==> src/hdl/ikrt_pkg.sv <==
package ikrt_pkg;

	localparam int DEPTH         = 16;
	localparam int ID_WIDTH      = 16;
	localparam int PAYLOAD_WIDTH = 32;
	localparam int IDX_W         = (DEPTH > 1) ? $clog2(DEPTH) : 1;

	localparam logic [ID_WIDTH-1:0] ID_MAX = {ID_WIDTH{1'b1}};

	typedef enum logic [1:0] {
		OP_INSERT = 2'd0,
		OP_DELETE = 2'd1,
		OP_MODIFY = 2'd2,
		OP_GET    = 2'd3
	} op_e;

	typedef logic [ID_WIDTH-1:0]      id_t;
	typedef logic [PAYLOAD_WIDTH-1:0] data_t;
	typedef logic [IDX_W-1:0]         idx_t;

	// Request token handed from cell to cell, collecting the outcome.
	typedef struct packed {
		logic  active;
		logic  done;
		op_e   op;
		id_t   key;
		data_t data;
		id_t   new_id;
		idx_t  pos;
		idx_t  hit;
		data_t rd;
	} token_t;

endpackage

==> src/hdl/ikrt_if.sv <==
interface ikrt_req_if;
	logic        valid;
	logic        ready;
	logic [1:0]  op;
	logic [15:0] key_id;
	logic [31:0] payload;

	modport source (output valid, output op, output key_id, output payload, input ready);
	modport sink   (input valid, input op, input key_id, input payload, output ready);
endinterface

interface ikrt_rsp_if;
	logic        valid;
	logic        ready;
	logic        status;
	logic [3:0]  slot;
	logic [15:0] id_out;
	logic [31:0] payload_out;

	modport source (output valid, output status, output slot, output id_out,
		output payload_out, input ready);
	modport sink   (input valid, input status, input slot, input id_out,
		input payload_out, output ready);
endinterface

==> src/hdl/ikrt_cell.sv <==
module ikrt_cell (
	input  logic            clk,
	input  logic            arst_n,
	input  ikrt_pkg::token_t tin,
	output ikrt_pkg::token_t tout
);
	import ikrt_pkg::*;

	logic   valid_q;
	id_t    id_q;
	data_t  payload_q;
	token_t nxt;
	token_t tok_q;
	logic   hit_ins;
	logic   hit_lk;

	always_comb begin
		hit_ins = tin.active && !tin.done && (tin.op == OP_INSERT) && !valid_q;
		hit_lk  = tin.active && !tin.done && (tin.op != OP_INSERT) && valid_q
			&& (id_q == tin.key);
		nxt     = tin;
		nxt.pos = tin.pos + 1'b1;
		if (hit_ins || hit_lk) begin
			nxt.done = 1'b1;
			nxt.hit  = tin.pos;
			if (tin.op == OP_GET) begin
				nxt.rd = payload_q;
			end
		end
	end

	always_ff @(posedge clk or negedge arst_n) begin
		if (!arst_n) begin
			valid_q <= 1'b0;
		end else if (hit_ins) begin
			valid_q <= 1'b1;
		end else if (hit_lk && (tin.op == OP_DELETE)) begin
			valid_q <= 1'b0;
		end
	end

	always_ff @(posedge clk) begin
		if (hit_ins) begin
			id_q      <= tin.new_id;
			payload_q <= tin.data;
		end else if (hit_lk) begin
			case (tin.op)
				OP_MODIFY: payload_q <= tin.data;
				default: ;
			endcase
		end
	end

	// Hand the token to the next cell every cycle.
	always_ff @(posedge clk or negedge arst_n) begin
		if (!arst_n) begin
			tok_q <= '0;
		end else begin
			tok_q <= nxt;
		end
	end

	assign tout = tok_q;

endmodule

==> src/hdl/id_keyed_record_table_unit.sv <==
// Record table with automatic ids, built as a row of DEPTH slot cells.
// req channel: op (insert, delete, modify, get), key_id and payload. An insert
// takes the lowest free slot and the next id (1 upward, wrapping to 1); the
// other operations act on the lowest valid slot holding key_id.
// rsp channel: one item per request with status (0 ok, 1 error), slot,
// id_out and payload_out (payload only on a successful get).
// A request enters cell 0 in the cycle it is accepted and moves one cell per
// cycle through the row; its response is registered once it leaves the last cell.
// One request is in the row at a time; the next is accepted only once the
// response is registered, so the table never takes a new request before it
// is through with the last one.
// If the receiver stalls, the response waits in the output register while the
// next request walks the row; a finished result that finds the output still
// full is parked until the output is taken.
// Reset clears every slot's valid bit and the id counter, and empties the
// row and the output register. Ready is high again right after reset.
module id_keyed_record_table_unit (
	input logic       clk,
	input logic       arst_n,
	ikrt_req_if.sink  req,
	ikrt_rsp_if.source rsp
);
	import ikrt_pkg::*;

	typedef enum logic [1:0] {
		ST_IDLE,
		ST_RUN,
		ST_HOLD
	} state_t;

	state_t state_q;
	token_t chain [DEPTH+1];
	token_t inj;
	token_t fin_q;
	token_t res;
	id_t    next_id_q;
	logic   rsp_valid_q;
	logic   status_q;
	logic [3:0]  slot_q;
	logic [15:0] id_out_q;
	logic [31:0] payload_out_q;
	logic   out_free;
	logic   exit_active;
	logic   load_out;

	always_comb begin
		inj        = '0;
		inj.active = req.valid && req.ready;
		inj.op     = op_e'(req.op);
		inj.key    = ID_WIDTH'(req.key_id);
		inj.data   = PAYLOAD_WIDTH'(req.payload);
		inj.new_id = (next_id_q == ID_MAX) ? id_t'(1) : next_id_q + 1'b1;
	end

	assign chain[0] = inj;

	for (genvar i = 0; i < DEPTH; i++) begin : g_cell
		ikrt_cell u_cell (
			.clk    (clk),
			.arst_n (arst_n),
			.tin    (chain[i]),
			.tout   (chain[i+1])
		);
	end

	assign exit_active = chain[DEPTH].active;
	assign out_free    = !rsp_valid_q || rsp.ready;
	assign res         = (state_q == ST_HOLD) ? fin_q : chain[DEPTH];
	assign req.ready   = (state_q == ST_IDLE);
	assign load_out    = ((state_q == ST_RUN && exit_active) || state_q == ST_HOLD)
		&& out_free;

	always_ff @(posedge clk) begin
		if (state_q == ST_RUN && exit_active && !out_free) begin
			fin_q <= chain[DEPTH];
		end
	end

	always_ff @(posedge clk or negedge arst_n) begin
		if (!arst_n) begin
			state_q       <= ST_IDLE;
			rsp_valid_q   <= 1'b0;
			next_id_q     <= '0;
			status_q      <= 1'b0;
			slot_q        <= '0;
			id_out_q      <= '0;
			payload_out_q <= '0;
		end else begin
			unique case (state_q)
				ST_IDLE: begin
					if (req.valid) begin
						state_q <= ST_RUN;
					end
				end
				ST_RUN: begin
					if (exit_active) begin
						if (chain[DEPTH].done && chain[DEPTH].op == OP_INSERT) begin
							next_id_q <= chain[DEPTH].new_id;
						end
						state_q <= out_free ? ST_IDLE : ST_HOLD;
					end
				end
				ST_HOLD: begin
					if (out_free) begin
						state_q <= ST_IDLE;
					end
				end
				default: state_q <= ST_IDLE;
			endcase
			// Load the result once it leaves the row and the output is free.
			if (load_out) begin
				rsp_valid_q   <= 1'b1;
				status_q      <= !res.done;
				slot_q        <= res.done ? 4'(res.hit) : 4'd0;
				id_out_q      <= !res.done ? 16'd0
					: (res.op == OP_INSERT) ? 16'(res.new_id) : 16'(res.key);
				payload_out_q <= (res.done && res.op == OP_GET) ? 32'(res.rd) : 32'd0;
			end else if (rsp_valid_q && rsp.ready) begin
				rsp_valid_q <= 1'b0;
			end
		end
	end

	assign rsp.valid       = rsp_valid_q;
	assign rsp.status      = status_q;
	assign rsp.slot        = slot_q;
	assign rsp.id_out      = id_out_q;
	assign rsp.payload_out = payload_out_q;

endmodule

==> src/flat_wrapper.sv <==
// flat-port wrapper written by rule: the top's interface ports become plain ports
module id_keyed_record_table_unit_flat import ikrt_pkg::*;
  (clk, arst_n, req_valid, req_op, req_key_id, req_payload, req_ready, rsp_valid, rsp_status, rsp_slot, rsp_id_out, rsp_payload_out, rsp_ready);
  ikrt_req_if req_i ();
  ikrt_rsp_if rsp_i ();
  input logic clk;
  input logic arst_n;
  input wire logic [$bits(req_i.valid)-1:0] req_valid;
  input wire logic [$bits(req_i.op)-1:0] req_op;
  input wire logic [$bits(req_i.key_id)-1:0] req_key_id;
  input wire logic [$bits(req_i.payload)-1:0] req_payload;
  output wire logic [$bits(req_i.ready)-1:0] req_ready;
  output wire logic [$bits(rsp_i.valid)-1:0] rsp_valid;
  output wire logic [$bits(rsp_i.status)-1:0] rsp_status;
  output wire logic [$bits(rsp_i.slot)-1:0] rsp_slot;
  output wire logic [$bits(rsp_i.id_out)-1:0] rsp_id_out;
  output wire logic [$bits(rsp_i.payload_out)-1:0] rsp_payload_out;
  input wire logic [$bits(rsp_i.ready)-1:0] rsp_ready;
  assign req_i.valid = req_valid;
  assign req_i.op = req_op;
  assign req_i.key_id = req_key_id;
  assign req_i.payload = req_payload;
  assign req_ready = req_i.ready;
  assign rsp_valid = rsp_i.valid;
  assign rsp_status = rsp_i.status;
  assign rsp_slot = rsp_i.slot;
  assign rsp_id_out = rsp_i.id_out;
  assign rsp_payload_out = rsp_i.payload_out;
  assign rsp_i.ready = rsp_ready;
  id_keyed_record_table_unit u_core (.clk(clk), .arst_n(arst_n), .req(req_i), .rsp(rsp_i));
endmodule
==> config.mk <==
export PLATFORM = sky130hd
export DESIGN_NAME = id_keyed_record_table_unit_flat
export DESIGN_NICKNAME = d
export VERILOG_FILES = /design/src/hdl/ikrt_pkg.sv /design/src/hdl/ikrt_if.sv /design/src/hdl/ikrt_cell.sv /design/src/hdl/id_keyed_record_table_unit.sv /design/src/flat_wrapper.sv
export SDC_FILE = /design/constraint.sdc
export NUM_CORES = 2
export LEC_CHECK = 0
export ABC_AREA = 1
export BUFFER_PORTS_ARGS = -buffer_cell sky130_fd_sc_hd__buf_2
export CAP_MARGIN = 5
export CORE_AREA = 2 2 389 391
export CTS_BUF_LIST = sky130_fd_sc_hd__clkbuf_8
export CTS_CLUSTER_SIZE = 20
export DETAILED_ROUTE_END_ITERATION = 10
export DIE_AREA = 0 0 391 393
export PLACE_DENSITY_LB_ADDON = 0.08
export SYNTH_ARGS = -nofsm -noshare
export SYNTH_HDL_FRONTEND = slang
export SYNTH_SLANG_ARGS = --single-unit
export TNS_END_PERCENT = 100
==> constraint.sdc <==
create_clock -name clk -period 5.6 [get_ports clk]
set_input_delay 1.12 -clock clk [delete_from_list [all_inputs] [get_ports clk]]
set_output_delay 1.12 -clock clk [all_outputs]
set_load 0.02 [all_outputs]
Word level (Yosys, flattened, before mapping)
Cells that the tools add are included.
{"block": "classes", "reduce_logical": 272, "muxes": 141, "n_addsub": 16, "eq_ne": 71}
{"op": "two-way mux 32 bit", "count": 66}
{"op": "two-way mux 36 bit", "count": 15}
{"op": "== test 16 bit", "count": 16}
{"op": "nonzero test 2 bit", "count": 65}
{"op": "logical AND 1 bit", "count": 118}
{"op": "two-way mux 107 bit", "count": 1}
{"op": "== test 2 bit (second input constant)", "count": 34}
{"op": "adder 4 x 1 -> 4 bit (second input constant)", "count": 13}
{"op": "two-way mux 1 bit", "count": 50}
{"op": "two-way mux 16 bit", "count": 3}
{"op": "logical NOT 2 bit", "count": 19}
{"op": "== test 2 x 1 -> 1 bit (second input constant)", "count": 17}
{"op": "logical NOT 1 bit", "count": 34}
{"op": "AND reduction 2 bit", "count": 16}
{"op": "logical OR 1 bit", "count": 18}
{"op": "adder 16 x 1 -> 16 bit (second input constant)", "count": 1}
{"op": "== test 16 bit (second input constant)", "count": 1}
{"op": "two-way mux 2 bit", "count": 4}
{"op": "case mux 2 bit (3 select lines)", "count": 1}
{"op": "AND reduction 3 bit", "count": 2}
{"op": "two-way mux 4 bit", "count": 1}
{"op": "inequality test 2 bit (second input constant)", "count": 2}
{"op": "adder 2 x 1 -> 3 bit (second input constant)", "count": 1}
{"op": "adder 1 x 1 -> 2 bit (second input constant)", "count": 1}
{"op": "inequality test 2 x 1 -> 1 bit (second input constant)", "count": 1}
{"block": "word_totals", "input_bits": 54, "wordCells": 706, "register_bits": 2682, "output_inout_bits": 55}

Longest topological paths before layout
{"block": "depth", "depth_word": 8, "ltp_mapped": 11, "depth_no_buf": 10}

Hierarchy
A second synthesis with hierarchy kept.
{"block": "hier_totals", "cells_unflattened": 7831, "area_unflattened_um2": 96919.2}
{"mod": "ikrt_cell", "seq_area_each_um2": 4169.0, "cells_each": 442, "n_inst": 16, "area_per_inst_um2": 5646.7}
{"mod": "id_keyed_record_table_unit", "seq_area_each_um2": 3933.8, "cells_each": 759, "n_inst": 1, "area_per_inst_um2": 6572.6}

Least setup slack after synthesis
No wires, ideal clock.
{"block": "synth_timing", "path_type": "input port to flip-flop", "from": "input port rsp_ready", "to": "register u_core.fin_q[0] (netlist bit) (enable)", "setup_time_ps": 501, "t_arrival_ps": 4302, "path_slack_ps": 798, "path_stages": 3, "t_required_ps": 5099, "n_path_buf": 0, "cell_sequence": "nor2_1 inv_1 nor2_1"}
{"block": "synth_between", "elab_chain_len": 3}
{"element": "start: declaration", "line_no": "flat_wrapper.sv:18", "source": "input wire logic [$bits(rsp_i.ready)-1:0] rsp_ready;"}
{"element": "logical OR 1 bit", "line_no": "id_keyed_record_table_unit.sv:67", "source": "assign out_free = !rsp_valid_q || rsp.ready;"}
{"element": "logical NOT 1 bit", "line_no": "id_keyed_record_table_unit.sv:74", "source": "if (state_q == ST_RUN && exit_active && !out_free) begin"}
{"element": "logical AND 1 bit", "line_no": "id_keyed_record_table_unit.sv:74"}
{"element": "end signal: assignment", "line_no": "id_keyed_record_table_unit.sv:75", "source": "fin_q <= chain[DEPTH];"}
{"element": "end: declaration", "line_no": "id_keyed_record_table_unit.sv:34", "source": "token_t fin_q;"}
Every way passes these cells.
A chain may end at the register's enable or synchronous reset.

Worst setup path in the final report
{"block": "layout_timing", "from": "register u_core.state_q[0]", "to": "register u_core.payload_out_q[0] (netlist: u_core.rsp.payload_out[0])"}
{"block": "layout_between", "elab_chain_len": 5, "word_cells_on_any_way": 9, "cone_classes": "eq/ne (3); mux (2); reduce/logical (4)"}
{"element": "start: declaration", "line_no": "id_keyed_record_table_unit.sv:31", "source": "state_t state_q;"}
{"element": "start signal: assignment", "line_no": "id_keyed_record_table_unit.sv:100", "source": "state_q <= out_free ? ST_IDLE : ST_HOLD;"}
{"element": "== test 2 bit", "line_no": "id_keyed_record_table_unit.sv:68, id_keyed_record_table_unit.sv:70"}
{"element": "two-way mux 107 bit", "line_no": "id_keyed_record_table_unit.sv:68", "source": "assign res = (state_q == ST_HOLD) ? fin_q : chain[DEPTH];"}
{"element": "== test 2 bit", "line_no": "id_keyed_record_table_unit.sv:117", "source": "payload_out_q <= (res.done && res.op == OP_GET) ? 32'(res.rd) : 32'd0;"}
{"element": "logical AND 1 bit", "line_no": "id_keyed_record_table_unit.sv:117"}
{"element": "two-way mux 32 bit", "line_no": "id_keyed_record_table_unit.sv:117"}
{"element": "end signal: assignment", "line_no": "id_keyed_record_table_unit.sv:117"}
{"element": "end: declaration", "line_no": "id_keyed_record_table_unit.sv:41", "source": "logic [31:0] payload_out_q;"}
Several ways; a longest one is shown, not always the timed one.

==> impl_metrics.csv <==
group,metric,value,unit
routing,drt_iter0_drc,2466,
clock_network,clkTransAtPathRegs,60,ps
layout,final_nets,7557,
clock_network,hold_buffers,0,
critical_path,max_stage_delay,680,ps
layout,stdcell_count,9771,
critical_path,path_class,"flip-flop to flip-flop",
placement,dp.cells,9023,
global_route,grt_max_degree,153,
timing,fmax,0.2964,GHz
timing,finalClockSkew,61.48,ps
die,rows,142,
clock_network,clock_latency,1020,ps
layout,syn_to_final_growth,11.97,%
critical_path,r2r-start,"u_core.state_q[0]",
critical_path,cp_slowest_cell,"nand2_4",
layout,drive_above_1_share,0.1666,
yosys,synth_common_cells,"1907 x nand2_1, 1764 x dfrtp_1, 839 x edfxtp_1",
critical_path,required,6500,ps
clock_network,cts-root-buf,"clkbuf_8",
critical_path,reg2reg_depth,7,
die,die_y,393,um
yosys,netlist.area_leader.share,0.4797,
yosys,synth_cells,7119,
placement,dp_slack,1728,ps
global_route,grt_pass1_vias,49940,
die,dieArea,153700,sq um
yosys,ys_ff_latch,2603,
status,status,"completed",
yosys,synth_flop_cell,"dfrtp_1",
routing,drtPass1Iterations,5,
yosys,ys_seq_area_frac,0.7535,
layout,final_area,103000,sq um
yosys,synth.most_common_cell,"nand2_1",
die,fp.dieW,391,um
yosys,synthArstFlopShare,0.6777,
global_route,antenna_found_initial,4,
timing,period_needed,3373,ps
routing,wl,148.0,mm
yosys,synth_area_leader_cell,"dfrtp_1",
timing,setup_tns,0,ps
global_route,grt_usage,0.1992,
critical_path,reg2reg_slack,2230,ps
critical_path,regToRegEndpoint,"u_core.rsp.payload_out[0]",
clock_network,clk_path_buf_depth,4,
power_and_ir_drop,power.leakage,49.61,nW
critical_path,cp_cell_sequence,"inv_2 > nand2_4 > nand2_2 > nand2_4 > nor2_8 > nand2_2 > o21ai_0",
routing,route.detailed.drc,0,
layout,fillers,10420,
clock_network,cts_tree,"done",
yosys,syn-num-nets,7187,
critical_path,startpoint,"u_core.state_q[0]",
yosys,ys_types,38,
clock_network,cts_resized,0,
timing,holdWs,114.3,ps
placement,placed_cell_area,94970,sq um
timing,worst_pin_slew,1231,ps
worst_hold_path,hold_class,"input port to asynchronous set/reset pin",
routing,routedWlPerCell,15.15,um
timing,final-setup-viol-count,0,
clock_network,numCtsBuffers,408,
clock_network,numClockSinks,2603,
clock_network,htree_levels,5,
die,start_util,0.6166,
die,ioPinCount,109,
timing,relSlewSlack,0.1775,
timing,hold_viol_final,0,
timing,fin_crit_sh,0.6024,
critical_path,path_max_fanout,75,
global_route,grt_overflow_total,0,
timing,slew_violations,0,
timing,timing.final.ws_setup,2227,ps
yosys,synth-edff-count,839,
yosys,syn_area_per_cell,12.93,sq um
critical_path,critPathCaptureType,"flip-flop",
die,coreArea,149200,sq um
run,cap_violations,0,
yosys,syn_area,92020,sq um
clock_network,cts_setup_buffers,0,
yosys,yosys_warnings,0,
routing,via_per_inst,4.976,
power_and_ir_drop,powerDensity,379.8,nW/um^2
yosys,synth_area_leaders,"dfrtp_1 48%, edfxtp_1 27%, nand2_1 7.8%",
critical_path,crit_arrival,4270,ps
power_and_ir_drop,ir_worst_vdd,277.0,uV
critical_path,crit_end,"u_core.rsp.payload_out[0]",
power_and_ir_drop,total_power,39.14,mW
critical_path,startpoint_type,"flip-flop",
timing,rsz0062_at_grt,"no",
placement,hpwl,101.0,mm
routing,ant_nets,0,
placement,io_buffers,108,
placement,globalplace.congestion,0.8033,
routing,vias,48620,
layout,postLayoutCoreUtil,0.6904,
global_route,grt_pass1_wl,248.4,mm
registers in the layout, indices dropped and copies added (netlist names):
signal	flops
u_core.state_q	2
u_core.rsp.status	1
u_core.rsp.slot	4
u_core.g_cell.u_cell.payload_q	512
u_core.rsp.payload_out	32
u_core.g_cell.u_cell.id_q	256
u_core.fin_q	71
u_core.rsp.valid	1
u_core.rsp.id_out	16
u_core.g_cell.u_cell.valid_q	16
u_core.g_cell.u_cell.tout	1676
u_core.next_id_q	16
worst max-delay path, delay by kind of cell, from the launching register on:
kind                   cells  cell delay (ps)
AOI/OAI and AO/OA          1              260
buffers and inverters      1              440
DFF                        1              410
and+or+nand+nor            5             2130
power breakdown:
part	total (mW)	switching [mW]	leakage [nW]	internal (mW)
Sequential	21.6	0.678	30.2	20.9
Combinational	2.36	1.48	14.7	0.879
Clock	15.2	6.78	4.70	8.37
Total	39.1	8.94	49.6	30.2
cell type report:
| type | count | area [sq um] | share of cell area |
|---|---|---|---|
| clock inverter | 254 | 1346 | 0.01307 |
| antenna | 7 | 17.52 | 0.0001700 |
| clock buffer | 487 | 6703 | 0.06505 |
| timing repair buffer | 211 | 1466 | 0.01423 |
| sequential | 2603 | 69340 | 0.6730 |
| tap | 1944 | 2432 | 0.02361 |
| inverter | 539 | 2023 | 0.01964 |
| multi-input combinational | 3726 | 19710 | 0.1913 |
metal layers:
metal	wire [um]	track usage	vias to the layer above
li1	-	-	24160
met1	67390	0.2684	23420
met2	71770	0.3302	732
met3	4826	0.03338	306
met4	4006	0.07582	0
met5	0	0	-
cell usage in the layout, fill, tap and decap left out, drive strengths merged, types with 2 or more instances in the layout:
cell      count
nand2      1916
clkinv       80
nor3         21
dfrtp      1764
or2           2
clkinvlp      9
nand4        23
o21ai       102
xnor2        36
a21oi        39
nor2        305
diode         7
clkbuf      487
edfxtp      839
inv         693
xor2         19
buf         211
ha           14
bufinv       11
mux2        480
mux2i        36
nand3       715
a21boi        2
nand3b       12
kinds of logic (layout without fill, tap and decap cells):
logic type / count (synthesis) / in the layout / share of synthesized area
other: 1 / 8 / 0.00004075
multiplexers: 516 / 516 / 0.06266
XOR/XNOR: 55 / 55 / 0.005235
AO/OA/AOI/OAI: 144 / 144 / 0.008199
buffers and inverters: 790 / 1491 / 0.03402
flip-flops: 2603 / 2603 / 0.7535
AND/OR/NAND/NOR: 2996 / 2996 / 0.1344
adder cells (fa/ha/maj): 14 / 14 / 0.001904
how the worst min path moves through the flow:
| stage | to | cells past startpoint |
|---|---|---|
| 2_1_floorplan | u_core.g_cell[10].u_cell.tout[40] | 0 |
| 3_3_place_gp | u_core.g_cell[3].u_cell.tout[42] | 0 |
| 3_5_place_dp | u_core.g_cell[9].u_cell.tout[47] | 0 |
| 4_1_cts | u_core.g_cell[14].u_cell.tout[45] | 1 |
| 5_1_grt | u_core.g_cell[15].u_cell.tout[41] | 1 |
| 6_report | u_core.g_cell[15].u_cell.tout[41] | 1 |
Power figures use the tool's default switching activity.
